==> src/hw/rtl/crr_pkg.sv <==
// ----------------------------------------------------------------------------
// crr_pkg - shared types and constants for the cascaded range remapper
// Request codes, controller states and the command/status bundles that
// join the controller to the datapath.
// ----------------------------------------------------------------------------
package crr_pkg;

   localparam int DEFAULT_STAGES  = 7;
   localparam int DEFAULT_ENTRIES = 32;

   localparam int VALUE_W = 32;
   localparam int TYPE_W  = 2;
   localparam int STAGE_W = 3;
   localparam int ENTRY_W = 5;

   // packed window word: {valid, len, src, dst}
   localparam int WORD_W = 3 * VALUE_W + 1;

   localparam logic [TYPE_W-1:0] REQ_WRITE   = 2'd0;
   localparam logic [TYPE_W-1:0] REQ_MAP     = 2'd1;
   localparam logic [TYPE_W-1:0] REQ_RESTART = 2'd2;

   localparam logic [VALUE_W-1:0] ALL_ONES = '1;

   typedef enum logic [1:0] {
      ST_CLEAR,
      ST_IDLE,
      ST_SCAN,
      ST_FINISH
   } crr_state_type;

   typedef struct packed {
      logic clear_step;   // write one zero word of the clearing pass
      logic load;         // transaction accepted on the request channel
      logic finish;       // load the response register
   } crr_cmd_type;

   typedef struct packed {
      logic clear_done;   // last word of the clearing pass is being written
      logic scan_done;    // last window of the last stage is being compared
      logic scan_busy;    // reads or compares still in flight
   } crr_sts_type;

endpackage

==> src/hw/rtl/crr_ctrl.sv <==
// ----------------------------------------------------------------------------
// crr_ctrl - sequencing controller
// Runs the clearing pass, accepts transactions, waits for the window scan
// and owns the response valid flag.
// ----------------------------------------------------------------------------
module crr_ctrl (
   input  logic                          clock,
   input  logic                          reset,
   input  logic                          req_valid,
   output logic                          req_ready,
   input  logic [crr_pkg::TYPE_W-1:0]    req_type,
   output logic                          rsp_valid,
   input  logic                          rsp_ready,
   input  crr_pkg::crr_sts_type          sts,
   output crr_pkg::crr_cmd_type          cmd
);

   crr_pkg::crr_state_type state_ff, state_in;
   logic                   rsp_valid_ff, rsp_valid_in;
   logic                   out_free;

   assign out_free = !rsp_valid_ff || rsp_ready;

   always_ff @(posedge clock) begin
      if (reset) begin
         state_ff     <= crr_pkg::ST_CLEAR;
         rsp_valid_ff <= 1'b0;
      end else begin
         state_ff     <= state_in;
         rsp_valid_ff <= rsp_valid_in;
      end
   end

   always_comb begin
      state_in       = state_ff;
      req_ready      = 1'b0;
      cmd.clear_step = 1'b0;
      cmd.load       = 1'b0;
      cmd.finish     = 1'b0;
      unique case (state_ff)
         crr_pkg::ST_CLEAR: begin
            cmd.clear_step = 1'b1;
            if (sts.clear_done) begin
               state_in = crr_pkg::ST_IDLE;
            end
         end
         crr_pkg::ST_IDLE: begin
            req_ready = 1'b1;
            if (req_valid) begin
               cmd.load = 1'b1;
               state_in = (req_type == crr_pkg::REQ_MAP) ? crr_pkg::ST_SCAN
                                                         : crr_pkg::ST_FINISH;
            end
         end
         crr_pkg::ST_SCAN: begin
            if (sts.scan_done) begin
               state_in = crr_pkg::ST_FINISH;
            end
         end
         crr_pkg::ST_FINISH: begin
            if (out_free) begin
               cmd.finish = 1'b1;
               state_in   = crr_pkg::ST_IDLE;
            end
         end
         default: state_in = crr_pkg::ST_CLEAR;
      endcase
   end

   assign rsp_valid_in = cmd.finish || (rsp_valid_ff && !rsp_ready);
   assign rsp_valid    = rsp_valid_ff;

endmodule

==> config.mk <==
export PLATFORM = sky130hd
export DESIGN_NAME = crr_ctrl
export DESIGN_NICKNAME = d
export VERILOG_FILES = /design/src/hw/rtl/crr_pkg.sv /design/src/hw/rtl/crr_ctrl.sv
export SDC_FILE = /design/constraint.sdc
export NUM_CORES = 1
export LEC_CHECK = 0
export BUFFER_PORTS_ARGS = -buffer_cell sky130_fd_sc_hd__buf_4
export CORE_AREA = 2 2 39 41
export CTS_CLUSTER_DIAMETER = 100
export CTS_CLUSTER_SIZE = 8
export DETAILED_ROUTE_END_ITERATION = 7
export DIE_AREA = 0 0 41 43
export GPL_ROUTABILITY_DRIVEN = 0
export GPL_TIMING_DRIVEN = 0
export PLACE_DENSITY_LB_ADDON = 0.05
export SLEW_MARGIN = 20
export SYNTH_ARGS = -nofsm -noshare
export SYNTH_HDL_FRONTEND = slang
export SYNTH_SLANG_ARGS = --single-unit
==> constraint.sdc <==
create_clock -name clock -period 3.05 [get_ports clock]
set_input_delay 0.61 -clock clock [delete_from_list [all_inputs] [get_ports clock]]
set_output_delay 0.61 -clock clock [all_outputs]
set_load 0.02 [all_outputs]
==> metrics.md <==
| Metric | Value |
|---|---|
| Run status | `complete, no violations` |
| Maximum root-to-sink buffer count | `2` |
| Critical path type | `reg -> out` |
| DIE AREA | `1760 µm²` |
| Grt ovf | `0` |
| Final standard cell area without fillers | `388 µm²` |
| Category of the worst setup path capture point | `output pin` |
| Vias | `223` |
| Synthesized net count | `40` |
| Chip height | `43 µm` |
| All-Layer GR Usage | `6.82%` |
| Sinks on the clock net | `3` |
| Count of port buffers added during placement | `12` |
| Clock insertion delay at the later pin of the skew report | `0.23 ns` |
| Busiest layer in global routing | `met1` |
| Fraction of met3 tracks used by global routing | `4.71%` |
| Cell area reported after detailed placement | `362 µm²` |
| Number of buffers inserted by post-CTS setup repair | `0` |
| Startpoint of the lowest-slack hold path | `state_ff[1]` |
| Number of instances in the synthesized netlist | `27` |
| R2r endpoint | `state_ff[0]` |
| R2r setup slk | `1.50 ns` |
| Leakage | `0.188 nW` |
| Worst relative slew slack | `78.5%` |
| Detailed-route DRC error count | `0` |
| Global Route met2 Usage | `7.81%` |
| First-pass iteration count of the detailed router | `2` |
| CTS Hold Bufs | `0` |
| Total of max-cap violations | `0` |
| Post-DR wirelength/cell | `8.54 µm` |
| Reg2reg start | `state_ff[0]` |
| Placement Setup Slack | `1.37 ns` |
| Detail Route Antenna Nets | `0` |
| Maximum fanout along the worst path | `4` |
| Data arrival time of the worst path | `1.16 ns` |
| First-pass GRT wire length | `772 µm` |
| Yosys warnings | `0` |
| Number of antenna violations at the first check in global routing | `0` |
| Layout cell share with drive strength beyond 1 | `41.9%` |
| Worst IR Drop VDD | `0.264 mV` |
| Number of distinct library cell variants in the gate-level netlist after synthesis | `15` |
| IO Count | `14` |
| Part of the Yosys area used for sequential elements | `23.9%` |
| Clock buffers created by TritonCTS | `3` |
| Mean area per synthesized cell | `9.31 µm²` |
| Fmax | `564 MHz` |
| Core area | `1380 µm²` |
| Sum Neg Setup Slack | `0 ns` |
| Post-cts repair resize count | `0` |
| Unrepaired setup endpoints after global routing | `false` |
| Violation count after the first detailed-routing iteration | `2` |
| Fin. Hold Viols | `0` |
| GR Layer Usage met1 | `8.97%` |
| Combined area of all synthesized cells | `251 µm²` |
| Areal power density over the cells | `879 nW/µm²` |
| Worst Setup Start Kind | `register` |
| Antenna fix cells | `0` |
| Final layout net count | `57` |
| DRT Wirelength | `504 µm` |
| Actual slew at the worst max-slew pin | `0.320 ns` |
| Clock tree root buffer cell | `sky130_fd_sc_hd__clkbuf_4` |
| Depth of the worst register-to-register path | `5` |
| Clock tree from TritonCTS | `built` |
| Minimum period implied by the final worst setup slack | `1.77 ns` |
| Std-Cell Rows | `14` |
| Worst hold stages | `2` |
| HPWL after detailed placement | `440 µm` |
| Fin crit share | `58.1%` |
| Area added between synthesis and finish | `54.2%` |
| Clock-pin slew of the registers on the worst-case setup and hold paths | `0.03 ns` |
| Seq cells post-synth | `3` |
| Endpoint required time on the critical path | `2.44 ns` |
| Die width | `41 µm` |
| Fin Clk Skew | `0.00315 ns` |
| Worst hold path type | `reg -> reg` |
| Via density | `3.78` |
| Number of H-tree branching levels | `1` |
| Final Total Pwr | `341 µW` |
| Vias in the first global route | `201` |
| Initial standard-cell utilization of the core | `18.2%` |
| Endpoint with the worst hold slack | `state_ff[1]` |
| Number of pins exceeding their max-slew limit in the final report | `0` |
| Final WS setup | `1.28 ns` |
| Setup violators final | `0` |
| Pin count of the biggest net entering global routing | `5` |
==> per-layer routing <==
metal | up-vias | share of wire, %
met5 | - | 0
met4 | 0 | 0
met3 | 0 | 5.2
met2 | 4 | 49
met1 | 98 | 46
li1 | 121 | -
==> registers in the layout, summed over array words and instances, names as in the netlist <==
signal,count
state_ff,2
rsp_valid,1
==> power by group <==
part           switching [mW]  total (mW)  internal, mW
sequential             0.0129      0.0676        0.0547
combinational           0.101       0.207         0.106
clock                  0.0178      0.0666        0.0488
total                   0.131       0.341         0.210
==> cell families after synthesis <==
group                    synth area share (%)
flip-flops                               23.9
AO/OA/AOI/OAI                            9.95
adder cells (fa/ha/maj)                  19.9
multiplexers                             3.98
AND/OR/NAND/NOR                          37.8
buffers and inverters                    4.48
==> how the worst max path moves through the flow <==
| stage | startpoint | to | slack, ns | cells past startpoint |
|---|---|---|---|---|
| after floorplan | rsp_ready | cmd[0] | 1.48 | 2 |
| after global placement | rsp_ready | cmd[0] | 1.37 | 4 |
| after detailed placement | rsp_ready | cmd[0] | 1.37 | 4 |
| after CTS | state_ff[1] | cmd[1] | 1.25 | 4 |
| after global routing | state_ff[1] | cmd[1] | 1.19 | 4 |
| final | state_ff[1] | cmd[1] | 1.28 | 4 |
==> synth_stat cells <==
master                     number  area (µm²)
sky130_fd_sc_hd__ha_1           4        50.1
sky130_fd_sc_hd__and2b_2        1        8.76
sky130_fd_sc_hd__o41a_1         1        11.3
sky130_fd_sc_hd__mux2i_1        1        10.0
sky130_fd_sc_hd__dfxtp_1        3        60.1
sky130_fd_sc_hd__and2_1         1        6.26
sky130_fd_sc_hd__nor4_2         1        12.5
sky130_fd_sc_hd__a311oi_1       1        8.76
sky130_fd_sc_hd__nor2_1         2        7.51
sky130_fd_sc_hd__nor2b_1        4        25.0
sky130_fd_sc_hd__inv_1          3        11.3
sky130_fd_sc_hd__nand2b_1       2        12.5
sky130_fd_sc_hd__and3b_1        1        8.76
sky130_fd_sc_hd__nor2b_4        1        13.8
sky130_fd_sc_hd__o21ai_0        1        5.00
==> stage by stage <==
step	cells	hold slack [ns]	utilization [%]
6_report	59	0.507	28.0
5_1_grt	59	0.553	28.0
4_1_cts	59	0.512	28.0
3_5_place_dp	55	0.505	26.1
3_3_place_gp	55	0.520	26.1
2_1_floorplan	27	0.481	-
==> worst max-delay path, cell delays in order (launching register included) <==
cell and delay, ns:
sky130_fd_sc_hd__dfxtp_1 0.36, sky130_fd_sc_hd__inv_1 0.07, sky130_fd_sc_hd__ha_1 0.21, sky130_fd_sc_hd__and2_1 0.14
sky130_fd_sc_hd__buf_4 0.15
==> placed cells by master (no fill, tap or decap), drive strengths merged <==
| cell | instances |
|---|---|
| clkbuf | 4 |
| dfxtp | 3 |
| nor2 | 2 |
| and2 | 1 |
| o41a | 1 |
| buf | 12 |
| nor4 | 1 |
| o21ai | 1 |
| nor2b | 5 |
| nand2b | 2 |
| a311oi | 1 |
| ha | 4 |
| inv | 3 |
| mux2i | 1 |
| and2b | 1 |
| and3b | 1 |
==> area by class of cell <==
type | count | area, µm²
fillers | 161 | 996
multi-input cells | 21 | 180
repair buffers | 12 | 90.1
flip-flops and latches | 3 | 60.1
clock buffers | 4 | 26.3
well taps | 16 | 20.0
inverters | 3 | 11.3
Note: power is estimated with default switching activity, not from simulation.
